[src/design/ccsp_pkg.sv]
package ccsp_pkg;
  localparam int LineMaxDefault    = 64;
  localparam int PayloadMaxDefault = 32;

  localparam logic [7:0] ChDollar = 8'h24;
  localparam logic [7:0] ChStar   = 8'h2A;
  localparam logic [7:0] ChComma  = 8'h2C;
  localparam logic [7:0] ChCr     = 8'h0D;
  localparam logic [7:0] ChLf     = 8'h0A;
  localparam logic [7:0] ChPlus   = 8'h2B;
  localparam logic [7:0] ChMinus  = 8'h2D;
  localparam logic [7:0] ChZero   = 8'h30;
  localparam logic [3:0] ChanMax  = 4'd7;

  typedef enum logic [1:0] {
    PH_PRE, PH_PAY, PH_HEX, PH_BAD
  } phase_t;

  typedef enum logic [2:0] {
    HX_WS, HX_SIGN, HX_ZERO, HX_X, HX_DIG, HX_DONE
  } hex_phase_t;

  typedef enum logic [1:0] {
    NM_WS, NM_DIG, NM_DONE
  } num_phase_t;

  // Per-line parse summary handed to the result stage at a line end.
  typedef struct packed {
    logic       framed;
    logic       good;
    logic [3:0] chan;
    logic [31:0] val;
    logic [7:0] calc;
    logic [7:0] recv;
  } line_sum_t;

  function automatic logic is_ws(input logic [7:0] c);
    return (c == 8'h20) || (c >= 8'd9 && c <= 8'd13);
  endfunction

  function automatic logic is_dec(input logic [7:0] c);
    return c >= 8'h30 && c <= 8'h39;
  endfunction

  function automatic logic [4:0] hex_val(input logic [7:0] c);
    if (c >= 8'h30 && c <= 8'h39) return {1'b1, c[3:0]};
    if ((c >= 8'h61 && c <= 8'h66) || (c >= 8'h41 && c <= 8'h46))
      return {1'b1, c[3:0] + 4'd9};
    return 5'd0;
  endfunction

  function automatic logic [7:0] name_char(input logic [2:0] p);
    unique case (p)
      3'd0: return 8'h53;
      3'd1: return 8'h43;
      3'd2: return 8'h43;
      3'd3: return 8'h4F;
      3'd4: return 8'h4E;
      default: return 8'h00;
    endcase
  endfunction
endpackage

[src/design/ccsp_line.sv]
module ccsp_line #(
  parameter int LineMax    = ccsp_pkg::LineMaxDefault,
  parameter int PayloadMax = ccsp_pkg::PayloadMaxDefault
) (
  input  logic                clk,
  input  logic                rst,
  input  logic                step,
  input  logic [7:0]          c,
  output logic                line_end,
  output ccsp_pkg::line_sum_t sum
);
  import ccsp_pkg::*;

  localparam int CW = $clog2(LineMax);
  localparam int PW = $clog2(PayloadMax + 1);

  logic [CW-1:0] line_count;
  phase_t        phase;
  logic          dead;
  hex_phase_t    hph;
  logic [PW-1:0] payload_len;
  logic [7:0]    xor_acc, hex_acc;
  logic [1:0]    tok_index;
  logic          in_tok, name_ok, neg_chan, neg_val;
  logic [2:0]    name_pos;
  num_phase_t    nph;
  logic [3:0]    chan_acc;
  logic [31:0]   val_acc;

  logic [CW-1:0] line_count_next;
  phase_t        phase_next;
  logic          dead_next;
  hex_phase_t    hph_next;
  logic [PW-1:0] payload_len_next;
  logic [7:0]    xor_acc_next, hex_acc_next;
  logic [1:0]    tok_index_next;
  logic          in_tok_next, name_ok_next, neg_chan_next, neg_val_next;
  logic [2:0]    name_pos_next;
  num_phase_t    nph_next;
  logic [3:0]    chan_acc_next;
  logic [31:0]   val_acc_next;
  logic [4:0]    hd;
  logic [7:0]    cm;
  logic [3:0]    d;
  logic [1:0]    ntok;

  always_comb begin
    line_count_next  = line_count + 1'b1;
    phase_next       = phase;
    dead_next        = dead;
    hph_next         = hph;
    payload_len_next = payload_len;
    xor_acc_next     = xor_acc;
    hex_acc_next     = hex_acc;
    tok_index_next   = tok_index;
    in_tok_next      = in_tok;
    name_ok_next     = name_ok;
    name_pos_next    = name_pos;
    nph_next         = nph;
    neg_chan_next    = neg_chan;
    neg_val_next     = neg_val;
    chan_acc_next    = chan_acc;
    val_acc_next     = val_acc;
    hd = hex_val(c);
    d  = c[3:0];
    cm = {4'd0, chan_acc} * 8'd10 + {4'd0, d};
    if (!dead) begin
      if (c == 8'd0) begin
        dead_next = 1'b1;
      end else begin
        unique case (phase)
          PH_PRE: begin
            if (c == ChDollar) phase_next = PH_PAY;
            else if (c == ChStar) phase_next = PH_BAD;
          end
          PH_PAY: begin
            if (c == ChStar) begin
              phase_next = PH_HEX;
            end else begin
              if (payload_len < PW'(PayloadMax)) payload_len_next = payload_len + 1'b1;
              xor_acc_next = xor_acc ^ c;
              if (c == ChComma) begin
                if (in_tok) begin
                  in_tok_next = 1'b0;
                  if (tok_index != 2'd3) tok_index_next = tok_index + 1'b1;
                end
              end else begin
                in_tok_next = 1'b1;
                if (tok_index == 2'd0) begin
                  logic [2:0] pos;
                  pos = in_tok ? name_pos : 3'd0;
                  if (!in_tok) name_ok_next = 1'b1;
                  if (pos < 3'd5 && c == name_char(pos)) name_pos_next = pos + 1'b1;
                  else begin
                    name_pos_next = pos;
                    name_ok_next  = 1'b0;
                  end
                end else if (tok_index != 2'd3) begin
                  num_phase_t ph;
                  ph = in_tok ? nph : NM_WS;
                  nph_next = ph;
                  if (ph != NM_DONE && !(ph == NM_WS && is_ws(c))) begin
                    if (ph == NM_WS && (c == ChPlus || c == ChMinus)) begin
                      if (tok_index == 2'd1) neg_chan_next = (c == ChMinus);
                      else neg_val_next = (c == ChMinus);
                      nph_next = NM_DIG;
                    end else if (!is_dec(c)) begin
                      nph_next = NM_DONE;
                    end else begin
                      nph_next = NM_DIG;
                      if (tok_index == 2'd1)
                        chan_acc_next = (chan_acc >= 4'd8 || cm > 8'd8) ? 4'd8 : cm[3:0];
                      else
                        val_acc_next = val_acc * 32'd10 + {28'd0, d};
                    end
                  end
                end
              end
            end
          end
          PH_HEX: begin
            if (hph == HX_DONE) begin
            end else if (hph == HX_WS && is_ws(c)) begin
            end else if (hph == HX_WS && (c == ChPlus || c == ChMinus)) begin
              hph_next = HX_SIGN;
            end else if ((hph == HX_WS || hph == HX_SIGN) && c == ChZero) begin
              hph_next = HX_ZERO;
            end else if (hph == HX_ZERO && (c == 8'h78 || c == 8'h58)) begin
              hph_next = HX_X;
            end else if (hd[4]) begin
              hex_acc_next = {hex_acc[3:0], hd[3:0]};
              hph_next = HX_DIG;
            end else begin
              hph_next = HX_DONE;
            end
          end
          default: ;
        endcase
      end
    end
  end

  assign line_end = step && (c == ChCr || c == ChLf || line_count_next >= CW'(LineMax - 1));
  assign ntok     = tok_index_next + {1'b0, in_tok_next};

  always_comb begin
    sum.framed = phase_next == PH_HEX && payload_len_next < PW'(PayloadMax);
    sum.calc   = xor_acc_next;
    sum.recv   = hex_acc_next;
    sum.chan   = chan_acc_next;
    sum.val    = neg_val_next ? 32'd0 - val_acc_next : val_acc_next;
    sum.good   = sum.framed && xor_acc_next == hex_acc_next &&
                 (tok_index_next == 2'd3 || ntok == 2'd3) && name_ok_next &&
                 name_pos_next == 3'd5 && chan_acc_next <= ChanMax &&
                 (!neg_chan_next || chan_acc_next == 4'd0);
  end

  always_ff @(posedge clk) begin
    if (rst || line_end) begin
      line_count  <= '0;
      phase       <= PH_PRE;
      dead        <= 1'b0;
      hph         <= HX_WS;
      payload_len <= '0;
      xor_acc     <= '0;
      hex_acc     <= '0;
      tok_index   <= '0;
      in_tok      <= 1'b0;
      name_ok     <= 1'b0;
      name_pos    <= '0;
      nph         <= NM_WS;
      neg_chan    <= 1'b0;
      neg_val     <= 1'b0;
      chan_acc    <= '0;
      val_acc     <= '0;
    end else if (step) begin
      line_count  <= line_count_next;
      phase       <= phase_next;
      dead        <= dead_next;
      hph         <= hph_next;
      payload_len <= payload_len_next;
      xor_acc     <= xor_acc_next;
      hex_acc     <= hex_acc_next;
      tok_index   <= tok_index_next;
      in_tok      <= in_tok_next;
      name_ok     <= name_ok_next;
      name_pos    <= name_pos_next;
      nph         <= nph_next;
      neg_chan    <= neg_chan_next;
      neg_val     <= neg_val_next;
      chan_acc    <= chan_acc_next;
      val_acc     <= val_acc_next;
    end
  end

  assert property (@(posedge clk) disable iff (rst) $past(line_end) |-> line_count == '0)
    else $error("line count not cleared after line end");
  assert property (@(posedge clk) disable iff (rst) sum.good |-> sum.framed)
    else $error("good command without framing");
  assert property (@(posedge clk) disable iff (rst) payload_len <= PW'(PayloadMax))
    else $error("payload length overran");
endmodule

[src/design/checked_command_sentence_parser.sv]
// Channel | Signals                                   | Direction
// in      | in_valid, in_ready, rx_byte               | into block
// out     | out_valid, out_ready, cmd_valid, channel, | out of block
//         | value, checksum_calc, checksums_updated,  |
//         | checksum_recv                             |
// One item per cycle while no waiting result stalls the input; each byte updates the line state as it is taken.
// A line end (CR, LF or LineMax-1 bytes) loads the result register.
// A new byte is taken while the result register is empty or being drained.
// rst clears line state; held channel is -1, held value and checksums 0.
module checked_command_sentence_parser #(
  parameter int LineMax    = ccsp_pkg::LineMaxDefault,
  parameter int PayloadMax = ccsp_pkg::PayloadMaxDefault
) (
  input  logic               clk,
  input  logic               rst,
  input  logic               in_valid,
  output logic               in_ready,
  input  logic [7:0]         rx_byte,
  output logic               out_valid,
  input  logic               out_ready,
  output logic               cmd_valid,
  output logic signed [3:0]  channel,
  output logic signed [31:0] value,
  output logic [7:0]         checksum_calc,
  output logic [7:0]         checksum_recv,
  output logic               checksums_updated
);
  import ccsp_pkg::*;

  logic      step, line_end;
  line_sum_t sum;
  logic [3:0]  held_channel;
  logic [31:0] held_value;
  logic [7:0]  held_calc, held_recv;

  // Take a byte unless a result waits and is not being taken.
  assign in_ready = !out_valid || out_ready;
  assign step     = in_valid && in_ready;

  ccsp_line #(.LineMax(LineMax), .PayloadMax(PayloadMax)) u_line (
    .clk, .rst, .step, .c(rx_byte), .line_end, .sum
  );

  always_ff @(posedge clk) begin
    if (rst) begin
      out_valid    <= 1'b0;
      held_channel <= 4'hF;
      held_value   <= '0;
      held_calc    <= '0;
      held_recv    <= '0;
    end else begin
      if (out_valid && out_ready) out_valid <= 1'b0;
      if (line_end) begin
        out_valid         <= 1'b1;
        cmd_valid         <= sum.good;
        checksums_updated <= sum.framed;
        // Update the held fields now, and show their new values.
        if (sum.framed) begin
          held_calc <= sum.calc;
          held_recv <= sum.recv;
        end
        if (sum.good) begin
          held_channel <= sum.chan;
          held_value   <= sum.val;
        end
      end
    end
  end

  assign channel       = held_channel;
  assign value         = held_value;
  assign checksum_calc = held_calc;
  assign checksum_recv = held_recv;

  assert property (@(posedge clk) disable iff (rst) out_valid && !out_ready |=> out_valid)
    else $error("result dropped while stalled");
  assert property (@(posedge clk) disable iff (rst) line_end |-> step)
    else $error("line end without an item");
  assert property (@(posedge clk) disable iff (rst) out_valid && cmd_valid |-> checksums_updated)
    else $error("valid command not framed");
endmodule

[config.mk]
export PLATFORM = sky130hd
export DESIGN_NAME = checked_command_sentence_parser
export DESIGN_NICKNAME = d
export VERILOG_FILES = /design/src/design/ccsp_pkg.sv /design/src/design/ccsp_line.sv /design/src/design/checked_command_sentence_parser.sv
export SDC_FILE = /design/constraint.sdc
export NUM_CORES = 1
export LEC_CHECK = 0
export ABC_AREA = 1
export ABC_CLOCK_PERIOD_IN_PS = 3700
export BUFFER_PORTS_ARGS = -buffer_cell sky130_fd_sc_hd__buf_2
export CORE_MARGIN = 3
export CORE_UTILIZATION = 50
export DETAILED_ROUTE_END_ITERATION = 6
export GPL_TIMING_DRIVEN = 0
export HOLD_SLACK_MARGIN = 0.03
export PLACE_DENSITY = 0.68
export SYNTH_ARGS = -nofsm -noshare
export SYNTH_HDL_FRONTEND = slang
export SYNTH_HIERARCHICAL = 1
export SYNTH_SLANG_ARGS = --single-unit
[constraint.sdc]
create_clock -name clk -period 3.7 [get_ports clk]
set_input_delay 0.185 -clock clk [delete_from_list [all_inputs] [get_ports clk]]
set_output_delay 0.185 -clock clk [all_outputs]
set_load 0.02 [all_outputs]
Word-level counts from Yosys, hierarchy flattened --
Index checks and enable logic that the tools add are counted.
Cells by class: $add $sub $neg 9, multiply operators 2, $lt $le $gt $ge 15, equal/unequal tests 29, mux-type cells 122, bitwise gates (word level) 9, reductions and logical operators 51
Operators with widths (number):
- 2-to-1 mux 32 bit | 12
- 2-to-1 mux 8 bit | 19
- equality test 8 x 6 -> 1 bit, second input constant | 7
- 2-to-1 mux 4 bit | 12
- 2-to-1 mux 1 bit | 41
- 2-to-1 mux 3 bit | 11
- adder 32 x 4 -> 32 bit | 1
- multiplier 32 x 3 -> 31 bit, second input constant | 1
- 2-to-1 mux 2 bit | 16
- subtractor 1 x 32 -> 32 bit, first input constant | 1
- 2-to-1 mux 6 bit | 5
- one-hot mux 7 bit (4 select lines) | 1
- logical AND 1 bit | 22
- 2-to-1 mux 5 bit | 4
- equality test 8 x 4 -> 1 bit, second input constant | 2
- equality test 8 x 7 -> 1 bit, second input constant | 2
- equality test 8 bit | 2
- >= comparator 8 x 7 -> 1 bit, second input constant | 2
- less-or-equal comparator 8 x 7 -> 1 bit, second input constant | 2
- adder 6 x 1 -> 6 bit, second input constant | 2
- logical OR 1 bit | 12
- less-than comparator 6 bit, second input constant | 2
- equality test 3 x 2 -> 1 bit, second input constant | 3
- equality test 3 bit, second input constant | 3
- 32 further kinds | 52
Storage, ports and cells: register bits after elaboration 136, word-level logic and storage cells 260

Depth between registers and ports, before layout --
depth after elaboration 24, gate-level depth with buffers 31

By module --
The synthesis kept the hierarchy.
By module, submodules not included:
- ccsp_line | times used 1, cells an instance 1633, area an instance 9485.3 um^2, seq. area each 1621.6 um^2
- checked_command_sentence_parser | times used 1, cells an instance 331, area an instance 2193.4 um^2, seq. area each 1121.1 um^2

Worst setup path before layout --
OpenSTA, ideal clock, no wires.
path type register to register, from register u_line.val_acc[1], to register held_value[29] (netlist: value[29]), setup time 0.113 ns, arrival time 3.456 ns, data required time 3.587 ns, path slack 0.132 ns, stages on the path, launching flop included 26, clock period less this slack 3.568 ns, cells stage by stage dfxtp_1 ha_1 ha_1 inv_1 fa_1 nor2_1 nand2_1 nor2_1 nand2_1 nor2_1 nand3_1 nor2_2 nand3_1 nor2_1 nand4_1 nand2_1 nand2_1 nand2_1 nand2_1 nor2_1 nand3_1 nand2_2 nand2_2 xnor2_2 nor2_1 nor2_1
RTL lines:
- start, declared | line ccsp_line.sv:28 | logic [31:0] val_acc;
- start signal, assigned | line ccsp_line.sv:192 | val_acc <= val_acc_next;
- end signal, assigned | line checked_command_sentence_parser.sv:64 | held_value <= sum.val;
- end, declared | line checked_command_sentence_parser.sv:33 | logic [31:0] held_value;

==> key figures <==
Setup path
  • Critical path data required time: 4.03 ns
  • WS Path Type: flop to flop
  • Startpoint type of the worst setup path: flop
  • Highest-delay cell along the critical path: dfxtp_4
  • Buf/Inv on CP: 3
  • Crit end category: flop
  • Critical path arrival: 4.03 ns
  • CP max stage delay: 0.37 ns
  • Cell mode on critical path: nand2_2
  • Delay-heaviest family, CP: simple AND/OR/NAND/NOR gates
  • Crit path max fanout: 7

Drt
  • Detailed-route DRC error count: 2
  • WL/cell: 15.1 um
  • ANT nets after route: 0
  • Via density: 5.30
  • Via Count: 12800
  • Initial DRC Count: 1001
  • Routed WL: 36400 um
  • DRT Pass-1 Iters: 7

Floorplan
  • Initial Util: 51.3%
  • Full die area: 0.0252 mm2
  • Die height: 159 um
  • Die width: 159 um
  • Ports: 68
  • Total core area: 0.0228 mm2
  • Rows: 55

Place
  • Final HPWL DP: 27700 um
  • Placement Setup Slack: -1.06 ns
  • Gpl congestion: 0.957
  • Port buffer count: 67
  • Inst Count DP: 2344

Clock tree
  • Clock sink count: 136
  • H-tree depth: 4
  • Buffers from clock root to sink, at most: 2
  • CTS tree: done
  • Clk slew on worst S/H paths: 0.07 ns
  • CTS root buffer: clkbuf_16
  • Clock Latency Late Sink: 0.43 ns
  • CTS buffer count: 17

GRT
  • Gr ovfl total: 0
  • Wire length of the first global-routing pass: 57200 um
  • Gr usage total: 27.6%
  • Initial antenna violation count: 0
  • Vias in the first global route: 11900
  • Largest net degree at the start of global routing: 17

Yosys
  • EDFF count, synth: 2
  • Sequential fraction of the synthesis area: 23.5%
  • Yosys reg bits: 136
  • Async SR Flop Fraction: 0%
  • Post-synth top area cell: dfxtp_1
  • Avg Cell Area, Syn: 5.95 um2
  • Syn Std Cell Area: 0.0117 mm2
  • Synth top area share: 23.0%
  • Ranking of synthesized cells by area: dfxtp_1 (23%), nand2_1 (19%), inv_1 (9.9%)
  • Syn nets: 2058
  • YS warnings: 6
  • Mapped Cells: 1964
  • Unique masters post-synth: 53
  • Most common flop cell mapped by yosys: dfxtp_1

Timing
  • Final setup viols: 1
  • Minimum clock period: 3.71 ns
  • Unrepaired setup endpoints after global routing: yes
  • Max frequency: 270 MHz
  • Max_slew headroom: 40.1%
  • Final TNS setup: -0.00564 ns
  • Final Max Tran Viols: 0
  • Worst Tran Pin Value: 0.895 ns
  • Final worst slack: -0.00564 ns
  • Worst hold margin: 0.314 ns
  • Tcrit/Tclk final: 100%
  • Clock skew: 0.0103 ns
  • Fin. Hold Viols: 0

Final layout
  • Ant diodes: 0
  • Fill cells: 2111
  • Area occupied by multi-input gates: 0.00841 mm2
  • Most common cell after layout, fill and taps aside: nand2_1
  • Most frequent cells in the layout: nand2_1 (533), inv_1 (299), nor2_1 (204), dfxtp_1 (113), nand3_1 (102)
  • Post-Route Utilization: 62.6%
  • Final nets: 2176
  • Register Area: 0.00278 mm2
  • Layout cell share with drive strength beyond 1: 20.2%
  • Area Growth Syn to Fin: 22.0%
  • Non-filler cells, final: 2408

Power and ir drop
  • Lkg Pwr: 7.51 nW
  • Pwr Density: 310 mW/mm2
  • Maximum vdd ir drop: 277 uV

Run
  • Max cap viols: 0

Status
  • Status: finished, violations left
  • Failing checks: design-rule violations, negative setup slack

Min path
  • Worst hold path type: input port to flop
path summary, 6_finish.rpt:
kind / startpoint / end / slack (ns) / cells after the start
min reg2reg: channel[1] / channel[1] / 0.46 / 2
max reg2reg: u_line/val_acc[3] / value[29] / -0.006 / 26
max: u_line/val_acc[3] / value[29] / -0.006 / 26
min: rx_byte[4] / checksum_calc[4] / 0.31 / 5
worst register-to-register path, cell delays in order (launching register included):
cell and delay, ns:
dfxtp_4 0.37, ha_4 0.27, ha_4 0.13, inv_2 0.04, fa_2 0.36, inv_2 0.09, nand2_2 0.08, nand2_4 0.10
nand3_4 0.09, nand3_1 0.10, nand2_2 0.11, nor2_4 0.12, nand2_2 0.08, nor2_4 0.23, buf_6 0.14, nand4_1 0.10
nand3_2 0.10, nand2_2 0.08, nor2_2 0.16, nand3_2 0.12, nor2_4 0.18, nand3_2 0.12, nand2_4 0.10, nand2_2 0.07
xnor2_2 0.13, nor2_1 0.10, nor2_1 0.05
kinds of logic after synthesis:
kind of cell | after synthesis | share of synthesized area (%)
AND/OR/NAND/NOR | 1090 | 39.4
buffers and inverters | 373 | 12.4
AO/OA/AOI/OAI | 213 | 10.4
flip-flops | 136 | 23.5
adder cells (fa/ha/maj) | 82 | 9.04
XOR/XNOR | 69 | 5.24
multiplexers | 1 | 0.0857
per-layer routing:
layer  track usage, %  share of wire (%)  up-vias
met5                0                  0        -
met4             11.2                4.1        0
met3             3.39                5.9       90
met2             50.5                 50      413
met1             32.6                 40     5844
li1                 -                  -     6415
registers in the layout (all words and copies together), names as in the netlist, 2 cells and up:
register	flops
channel	4
u_line/val_acc	32
u_line/line_count	6
u_line/tok_index	2
value	32
u_line/phase	2
u_line/name_pos	3
u_line/nph	2
u_line/hph	3
checksum_calc	8
u_line/chan_acc	4
u_line/payload_len	6
checksum_recv	8
u_line/hex_acc	8
u_line/xor_acc	8
metrics by stage:
| step | instance area (um2) | power, mW |
|---|---|---|
| after floorplan | 11700 | 2.27 |
| after global placement | 12400 | 2.50 |
| after detailed placement | 12400 | 2.52 |
| after CTS | 13400 | 4.31 |
| after global routing | 14300 | 4.63 |
| final | 14300 | 4.42 |
power by group:
part	total [mW]	internal [mW]	leakage [nW]	switching [mW]
Sequential	1.57	1.52	1.12	0.0556
Clock	1.74	0.967	0.293	0.778
Combinational	1.11	0.370	6.10	0.736
cell usage after synthesis, types with 11 or more instances:
cell      number
o21ai_0       78
nand2_2       13
nand4_1       41
xor2_1        52
xnor2_1       16
nand3_1      125
nor3_1        11
dfxtp_1      134
o211ai_1      12
or2_2         13
nor2_1       258
nand2_1      590
a211oi_1      11
clkbuf_1      31
ha_1          78
buf_2         11
a21oi_1       80
inv_1        308
inv_2         11
cell type report:
class | count | share of cell area, %
multi-input cells | 1455 | 59.0
flip-flops and latches | 136 | 19.5
inverters | 321 | 8.48
repair buffers | 100 | 4.30
clock buffers | 17 | 2.98
well taps | 313 | 2.75
plain buffers | 51 | 1.82
clock inverters | 15 | 1.22
timing repair:
action                     in CTS  in global routing
pin swaps                      16                 65
resized for setup              87                197
setup endpoints to repair      37                 37
hold endpoints to repair        1                  0
hold buffers                    2                  0
setup buffers                  13                 18
Power figures use the tool's default switching activity.
